File: src/hdl/rational_arithmetic_unit_macros.svh
// ----------------------------------------------------------------------------
// Assertion macros for the rational arithmetic unit
// Shared concurrent forms of clocked checks.
// ----------------------------------------------------------------------------
`ifndef RATIONAL_ARITHMETIC_UNIT_MACROS_SVH
`define RATIONAL_ARITHMETIC_UNIT_MACROS_SVH
// Implication check, disabled during reset.
`define RAU_ASSERT_IMP(label, ante, cons, msg) \
  label: assert property (@(posedge clk) disable iff (rst) (ante) |-> (cons)) \
    else $error(msg);
// Next-cycle implication check, disabled during reset.
`define RAU_ASSERT_NEXT(label, ante, cons, msg) \
  label: assert property (@(posedge clk) disable iff (rst) (ante) |=> (cons)) \
    else $error(msg);
`endif

File: src/hdl/rau_pkg.sv
// ----------------------------------------------------------------------------
// Rational arithmetic unit package
// Shared payload types, operation and error codes.
// ----------------------------------------------------------------------------
package rau_pkg;
  localparam int OPERAND_BITS = 32;
  localparam int MAG_BITS = 64;

  localparam logic [2:0] OP_ADD = 3'd0;
  localparam logic [2:0] OP_SUB = 3'd1;
  localparam logic [2:0] OP_MUL = 3'd2;
  localparam logic [2:0] OP_DIV = 3'd3;
  localparam logic [2:0] OP_EQ  = 3'd4;
  localparam logic [2:0] OP_LT  = 3'd5;

  localparam logic [1:0] ERR_NONE     = 2'd0;
  localparam logic [1:0] ERR_ZERO_DEN = 2'd1;
  localparam logic [1:0] ERR_DIV_ZERO = 2'd2;

  typedef struct packed {
    logic [2:0]         op;
    logic signed [31:0] left_numerator;
    logic signed [31:0] left_denominator;
    logic signed [31:0] right_numerator;
    logic signed [31:0] right_denominator;
  } in_item_t;

  typedef struct packed {
    logic signed [63:0] result_numerator;
    logic [62:0]        result_denominator;
    logic               compare_true;
    logic [1:0]         error_code;
  } out_item_t;

  // Item classified by the front end: operand signs and magnitudes.
  typedef struct packed {
    logic [2:0]              op;
    logic                    ln_neg;
    logic [OPERAND_BITS-1:0] ln_mag;
    logic                    ld_neg;
    logic [OPERAND_BITS-1:0] ld_mag;
    logic                    rn_neg;
    logic [OPERAND_BITS-1:0] rn_mag;
    logic                    rd_neg;
    logic [OPERAND_BITS-1:0] rd_mag;
  } job_t;

  // Magnitude of a field read as two's complement of OPERAND_BITS bits.
  function automatic logic [OPERAND_BITS-1:0] mag_of(input logic [31:0] raw);
    logic [OPERAND_BITS-1:0] v;
    v = raw[OPERAND_BITS-1:0];
    return v[OPERAND_BITS-1] ? (~v + 1'b1) : v;
  endfunction
endpackage

File: src/hdl/rau_front.sv
// ----------------------------------------------------------------------------
// Rational arithmetic unit front end
// Accepts items, splits operands into sign and magnitude, queues the jobs.
// ----------------------------------------------------------------------------
module rau_front import rau_pkg::*; (
  input  logic     clk,
  input  logic     rst,
  input  in_item_t in_item,
  input  logic     in_valid,
  output logic     in_ready,
  output job_t     job,
  output logic     job_valid,
  input  logic     job_ready
);
  localparam int DEPTH = 2;
  job_t       q [DEPTH];
  logic       wr_ptr, rd_ptr;
  logic [1:0] count;
  job_t       fresh;

  always_comb begin
    fresh.op     = in_item.op;
    fresh.ln_neg = in_item.left_numerator[OPERAND_BITS-1];
    fresh.ln_mag = mag_of(in_item.left_numerator);
    fresh.ld_neg = in_item.left_denominator[OPERAND_BITS-1];
    fresh.ld_mag = mag_of(in_item.left_denominator);
    fresh.rn_neg = in_item.right_numerator[OPERAND_BITS-1];
    fresh.rn_mag = mag_of(in_item.right_numerator);
    fresh.rd_neg = in_item.right_denominator[OPERAND_BITS-1];
    fresh.rd_mag = mag_of(in_item.right_denominator);
  end

  assign in_ready  = (count != 2'(DEPTH));
  assign job_valid = (count != 2'd0);
  assign job       = q[rd_ptr];

  always_ff @(posedge clk) begin
    if (in_valid && in_ready) q[wr_ptr] <= fresh;
    if (rst) begin
      wr_ptr <= 1'b0;
      rd_ptr <= 1'b0;
      count  <= 2'd0;
    end else begin
      if (in_valid && in_ready) wr_ptr <= ~wr_ptr;
      if (job_valid && job_ready) rd_ptr <= ~rd_ptr;
      count <= count + 2'(in_valid && in_ready) - 2'(job_valid && job_ready);
    end
  end
endmodule

File: config.mk
export PLATFORM = sky130hd
export DESIGN_NAME = rau_front
export DESIGN_NICKNAME = d
export VERILOG_FILES = /design/src/hdl/rational_arithmetic_unit_macros.svh /design/src/hdl/rau_pkg.sv /design/src/hdl/rau_front.sv
export SDC_FILE = /design/constraint.sdc
export NUM_CORES = 1
export LEC_CHECK = 0
export BUFFER_PORTS_ARGS = -buffer_cell sky130_fd_sc_hd__buf_2
export CORE_MARGIN = 5
export CORE_UTILIZATION = 55
export DETAILED_ROUTE_END_ITERATION = 12
export MAX_ROUTING_LAYER = met4
export PLACE_DENSITY = 0.83
export SETUP_SLACK_MARGIN = 0.3
export SLEW_MARGIN = 20
export SYNTH_ARGS = -nofsm -noshare
export SYNTH_HDL_FRONTEND = slang
export SYNTH_SLANG_ARGS = --single-unit
File: constraint.sdc
create_clock -name clk -period 8 [get_ports clk]
set_input_delay 0.8 -clock clk [delete_from_list [all_inputs] [get_ports clk]]
set_output_delay 0.8 -clock clk [all_outputs]
set_load 0.05 [all_outputs]
Word level (Yosys, flattened, before mapping)
Memories as Yosys holds them, arrays and structs flattened. A register that Yosys moved wholly into a read port is not among the register bits. Index checks and enable logic that the tools add are counted.

Reduce and logical (&&, ||, !) cells: 3. Bitwise logic cells: 6. Muxes and demuxes: 8. Add/sub/neg operators: 6. Equal/unequal tests: 1.

Operators with widths (number): $add A32 B1 Y32 const B (4); $mux W32 (4); $not A32 Y32 (4); $mux W1 (4); $add A2 B1 Y2 (1); $logic_and A1 B1 Y1 (2); $ne A2 B2 Y1 const B (1); $not A1 Y1 (2); $reduce_bool A2 Y1 (1); $sub A2 B1 Y2 (1).

Memories kept: 1. Logic and storage cells: 28. Input port bits: 135. Bits in registers: 4. Bits in writable memories: 270. Output and inout bits: 137.

Memories: q (words 2, width 135, read ports 1, clocked after memory_dff 1, write ports 1, RTL line rau_front.sv:16) `job_t q [DEPTH];`.

Depth between registers and ports, before layout
Gate-level depths: netlist (run 1).

Word-level depth: 4. Mapped depth: 7. Depth with buffers taken out: 7.

Worst setup path after synthesis (run 1)
Ideal clock, no wire load.

Path kind: register to register. From: register count[0]. To: memory q[0][0] (netlist bit) (enable). Arrival time: 6.612 ns. Library setup time: 0.632 ns. Period minus slack after synthesis: 7.243 ns. Cell stages (with the launch flop): 4. Buffers on the path: 0. Data required time: 7.368 ns. Path slack: 0.757 ns. Cells stage by stage: dfxtp_1 > nand2b_1 > nand2_1 > nor2_1.

Word-level cells in the longest chain between the ends: 4.

Ends and longest elaborated chain: start, declared (RTL line rau_front.sv:18) `logic [1:0] count;`; start signal, assigned (RTL line rau_front.sv:46) `count <= count + 2'(in_valid && in_ready) - 2'(job_valid && job_ready);`; $ne A2 B2 Y1 (RTL line rau_front.sv:33) `assign in_ready = (count != 2'(DEPTH));`; net in_ready (RTL line rau_front.sv:10) `output logic in_ready,`; $logic_and A1 B1 Y1 (RTL line rau_front.sv:38) `if (in_valid && in_ready) q[wr_ptr] <= fresh;`; $mux W1 (RTL line rau_front.sv:38); $mux W1 (implied by the code) (RTL line rau_front.sv:38); end, declared (RTL line rau_front.sv:16).

The timed path passes the listed nets, and every way through them passes these cells.

==> results.toml, run 1 <==
[synthesis]
avgSynthCellArea_um2 = 15.0
synth_area_leaders = "edfxtp_1 64%, mux2_2 12%, xnor2_1 8.2%"
ys_ff_latch = 275
synthesis.area_mm2 = 0.0126
ys_warn_count = 0
synth_edf_count = 270
synth_top_area_share_pct = 64.2
synth_cell_type_count = 35
yosys-top-cells-count = "270 x edfxtp_1, 135 x mux2_2, 118 x xnor2_1"
async_flop_share_pct = 0
yosysTopAreaCell = "edfxtp_1"
syn_inst = 840
yosysMostFrequentCell = "edfxtp_1"
synth-seq-area-share_pct = 65.0
synth_fp_nets = 981
ys.flop_type = "edfxtp_1"

[setup_path]
crit_chain = "buf_4 -> buf_4 -> mux2_2 -> buf_2"
path_common_cell = "buf_4"
cpLargestDelayFamily = "buffers and inverters"
cp.arrival_ps = 3250
cp-end-kind = "primary output"
critPathBufInv = 3
max_stage_delay_ps = 730
critPathMaxFanout = 56
worstPathRequired_ps = 7200
cpMaxStageDelayCell = "buf_4"
path_class = "reg2out"
startpoint_type = "flop"

[sta]
tightest_slew_ps = 1090
fin_hold_ws_ps = 471
slew_headroom_pct = 27.6
setup_tns_ps = 0
hold_viol_final = 0
fin_skew_ps = 18.9
slew_violations = 0
period_share_pct = 50.6
rsz0062_at_grt = "false"
final-setup-viol-count = 0
clock.fmax_mhz = 247
min_period_ps = 4050

[global_route]
antenna_found_initial = 2
grt_max_degree = 77
grt_pass1_wl_um = 45100
grt_usage_pct = 22.0
first_global_vias = 8368
overflow = 0

[placed_design]
gp_congestion = 0.861
io_buffers = 271
hpwl_um = 19800

[clock_tree]
path_clk_slew_ps = 60
htreeDepth = 1
cts_tree = "done"
cts-root-buf = "clkbuf_16"
post_cts_buffers = 0
cts-buffers-inserted = 28
clock_sinks = 275
clockBufferDepth = 3
cts_resized = 0
insertion_delay_ps = 530
hold_buffers = 0

[layout]
drive_gt1_share_pct = 41.1
final_util_pct = 67.0
num-nets-final = 1254
syn2layout_area_growth_pct = 20.1

[route]
drt_iter0_markers = 669
wl_per_cell_um = 20.3
drc_errors = 0
totalWireLength_um = 28900
vias_per_cell = 5.76
vias = 8190
dr.pass1.iters = 5
postRouteAntennaNets = 0

[pwr]
powerDensity_mw_per_mm2 = 328
finalPower_uw = 4980
max-vdd-ir-drop_v = 0.000294
total_leakage_power_uw = 0.00533

[floorplan]
ios = 272
rows = 55
dieWidth_um = 162
core_area_mm2 = 0.0226
die-area_mm2 = 0.0261
die_h_um = 162
start_util_pct = 55.8

[run]
maxCapViolCount = 0

[run_status]
status = "completed"

[worst_hold_path]
worstHoldPathType = "in2reg"
[cell families after synthesis]
| family | share of synthesized area, % |
|---|---|
| DFF | 65.0 |
| buffers and inverters | 1.40 |
| AOI/OAI and AO/OA | 5.95 |
| adders and majority gates | 0.594 |
| xor gates and xnor gates | 8.32 |
| and+or+nand+nor | 6.73 |
| muxes | 12.0 |
[metrics by stage]
stage	area, um2	setup WS (ps)	cells
after CTS	15200	3940	1420
after floorplan	12600	757	840
after global placement	14300	4580	1368
final	15200	3950	1422
after global routing	15200	3820	1422
after detailed placement	14300	4500	1368
[worst paths after layout]
| check | slack (ps) | to | depth (start not counted) | startpoint |
|---|---|---|---|---|
| setup / recovery | 3950 | job[128] | 4 | flop |
| hold / removal | 470 | q[1][134] | 1 | in_item[130] |
| setup reg to reg | 5170 | q[0][78] | 5 | count[0] |
| hold reg to reg | 520 | rd_ptr | 2 | rd_ptr |
[metal layers]
| layer | vias up | track usage (%) | routed length (um) |
|---|---|---|---|
| met3 | 47 | 3.73 | 2200 |
| met1 | 3976 | 29.4 | 12000 |
| met4 | 0 | 5.43 | 617 |
| li1 | 3819 | - | - |
| met5 | - | - | 0 |
| met2 | 348 | 35.5 | 14100 |
[cell type report]
cell class	count	area (um2)
Timing Repair Buffer	276	1390
Inverter	10	37.5
Sequential cell	275	8210
Clock inverter	16	146
Clock buffer	36	761
Tap cell	285	357
Antenna cell	2	5.00
Multi-Input combinational cell	522	4260
Fill cell	1621	7470
[placed cells by master (no fill, tap or decap), drive strengths merged, types with 10 or more instances in the layout]
| cell type | instances |
|---|---|
| inv | 10 |
| nor2 | 21 |
| buf | 276 |
| clkinv | 12 |
| mux2 | 135 |
| nand4 | 10 |
| nand3 | 11 |
| edfxtp | 270 |
| clkbuf | 36 |
| nand2 | 44 |
| xnor2 | 118 |
| nor3 | 19 |
| nor4 | 12 |
| o21ai | 30 |
| nand2b | 11 |
| o31ai | 39 |
| o41ai | 31 |
[state kept, by name, summed over array words and instances, names as in the netlist, named ones only]
| name | cells |
|---|---|
| rd_ptr | 1 |
| q | 270 |
| wr_ptr | 1 |
| count | 2 |
[power by group]
part	internal [uW]	total, uW	switching [uW]
logic	479	1760	1280
registers	1870	1950	76.8
clock network	737	1270	532
total	3090	4980	1890
Note: power is estimated with default switching activity, not from simulation.
==> inputs of run 2 (changes only) <==
--- a/config.mk
+++ b/config.mk
@@ -5,12 +5,13 @@
 export SDC_FILE = /design/constraint.sdc
 export NUM_CORES = 1
 export LEC_CHECK = 0
+export ABC_AREA = 1
 export BUFFER_PORTS_ARGS = -buffer_cell sky130_fd_sc_hd__buf_2
 export CORE_MARGIN = 5
-export CORE_UTILIZATION = 55
+export CORE_UTILIZATION = 51
 export DETAILED_ROUTE_END_ITERATION = 12
 export MAX_ROUTING_LAYER = met4
-export PLACE_DENSITY = 0.83
+export PLACE_DENSITY = 0.8
 export SETUP_SLACK_MARGIN = 0.3
 export SLEW_MARGIN = 20
 export SYNTH_ARGS = -nofsm -noshare
==> constraint.sdc (replaced) <==
create_clock -name clk -period 3.5 [get_ports clk]
set_input_delay 0.35 -clock clk [delete_from_list [all_inputs] [get_ports clk]]
set_output_delay 0.35 -clock clk [all_outputs]
set_load 0.05 [all_outputs]
==> run 2 against run 1 <==
Effect of this change: register-to-register slack worse by 3600 ps; count of clock-buffer cells in the layout decreased by 4; clock power is 140% higher; non-clock buffer count is 4 higher; combinational power increased by 150%; utilization shrank 5.9 points; die area increased by 19%; power up 140%.
==> results.toml, run 2 <==
[synthesis]
avgSynthCellArea_um2 = 10.8
ys_warn_count = 0
synth_fa_ha_area_share_pct = 0.532
synth-compound-area-share_pct = 1.10
synth_top_family_by_area = "simple AND/OR/NAND/NOR gates"
synth_area_leaders = "edfxtp_1 57%, nand2_1 9.7%, mux2_2 6.8%"
synth_cell_type_count = 28
synth_edf_count = 270
synth_fp_nets = 1454
async_flop_share_pct = 0
synthesis.area_mm2 = 0.0141
synth_xor_area_share_pct = 3.66
synth-seq-area-share_pct = 58.1
synth_top_area_share_pct = 57.4
yosysTopAreaCell = "edfxtp_1"
synth_mux_area_share_pct = 12.1
yosysMostFrequentCell = "nand2_1"
ys.flop_type = "edfxtp_1"
yosys.area_share.simple_pct = 20.9
yosys-top-cells-count = "366 x nand2_1, 270 x edfxtp_1, 188 x nor2_1"
syn_inst = 1313
ys_ff_latch = 275

[global_route]
grt_usage_pct = 20.9
grt_max_degree = 136
first_global_vias = 10300
antenna_found_initial = 2
overflow = 0
grt_pass1_wl_um = 51400

[route]
vias = 10300
vias_per_cell = 5.15
drt_iter0_markers = 711
dr.pass1.iters = 5
wl_per_cell_um = 16.5
drc_errors = 0
totalWireLength_um = 32900
postRouteAntennaNets = 0

[setup_path]
ff2ff_path_depth = 5
critPathMaxFanout = 135
cp.arrival_ps = 2290
startpoint_type = "flop"
path_class = "reg2out"
worstPathRequired_ps = 3150
cp-end-kind = "primary output"

[floorplan]
dieWidth_um = 176
rows = 61
start_util_pct = 51.2
die-area_mm2 = 0.0311
core_area_mm2 = 0.0276
die_h_um = 176
ios = 272

[layout]
regArea_mm2 = 0.00821
final_cell_mix = "365 x nand2_1, 271 x buf_2, 270 x edfxtp_1"
final_util_pct = 61.1
num-nets-final = 1737
final_common_cell = "nand2_1"
largest_register_ffs = 270
multi_input_area_mm2 = 0.00543
fillers = 2198
syn2layout_area_growth_pct = 19.3
top_register = "q"
reg_top3 = "q (270), count (2)"
drive_gt1_share_pct = 31.3

[clock_tree]
cts_tree = "done"
path_clk_slew_ps = 60
clockBufferDepth = 3
hold_buffers = 5
cts-root-buf = "clkbuf_16"
cts_resized = 0
clock_sinks = 275
insertion_delay_ps = 540
htreeDepth = 1
cts-buffers-inserted = 28
post_cts_buffers = 0

[sta]
hold_viol_final = 0
clock.fmax_mhz = 378
min_period_ps = 2640
rsz0062_at_grt = "false"
fin_hold_ws_ps = 31.9
fin_skew_ps = 15.5
final-setup-viol-count = 0
setup_tns_ps = 0
slew_headroom_pct = 36.4
slew_violations = 0
tightest_slew_ps = 953
period_share_pct = 75.5

[placed_design]
gp_congestion = 0.914
hpwl_um = 23600
io_buffers = 271

[run_status]
status = "completed"

[pwr]
total_leakage_power_uw = 0.00684
powerDensity_mw_per_mm2 = 701
max-vdd-ir-drop_v = 0.000624

[worst_hold_path]
hold_path_depth = 2
worstHoldPathType = "in2reg"

[run]
maxCapViolCount = 0
-- run 2: cell type report --
| type | count | area share (%) |
|---|---|---|
| diodes | 2 | 0.0297 |
| inverters | 88 | 1.96 |
| repair buffers | 280 | 8.75 |
| flip-flops and latches | 275 | 48.7 |
| clock buffers | 32 | 4.37 |
| well taps | 378 | 2.81 |
| clock inverters | 17 | 1.12 |
| multi-input cells | 923 | 32.2 |
-- run 2: logic make-up after synthesis --
group	Yosys count
simple gates	694
flops	275
mux	135
buf+inv	115
xor+xnor	59
compound gates	29
fa+ha+maj	6
-- run 2: report_power, final --
part | switching, uW | internal [uW] | leakage, uW
Clock | 1220 | 1790 | 0.000442
Combinational | 3120 | 1250 | 0.00382
Sequential | 147 | 4280 | 0.00257
Total | 4490 | 7320 | 0.00684
-- run 2: path summary, 6_finish.rpt --
check,from,endpoint,slack (ps)
max,flop,job[60],860
min,rst,rd_ptr,30
max reg2reg,count[0],q[1][111],1530
min reg2reg,rd_ptr,rd_ptr,500
-- run 2: layer usage --
layer	track usage (%)	part of all wire, %
met1	26.2	42
met2	35.2	49
met3	4.28	7.3
met4	5.51	2.5
met5	-	0
-- run 2: per-stage QoR --
stage	cells	cell area (um2)	total power, uW	worst slack (ps)
after floorplan	1313	14100	7930	302
after global placement	1939	15900	8800	1500
after detailed placement	1939	15900	8870	1480
after CTS	1993	16800	11900	894
after global routing	1995	16800	12300	804
final	1995	16800	11800	857
-- run 2: critical path, cell delays in order, from the launching register on --
cell	delay [ps]
dfxtp_4	350
buf_12	530
mux2_2	420
buf_2	210
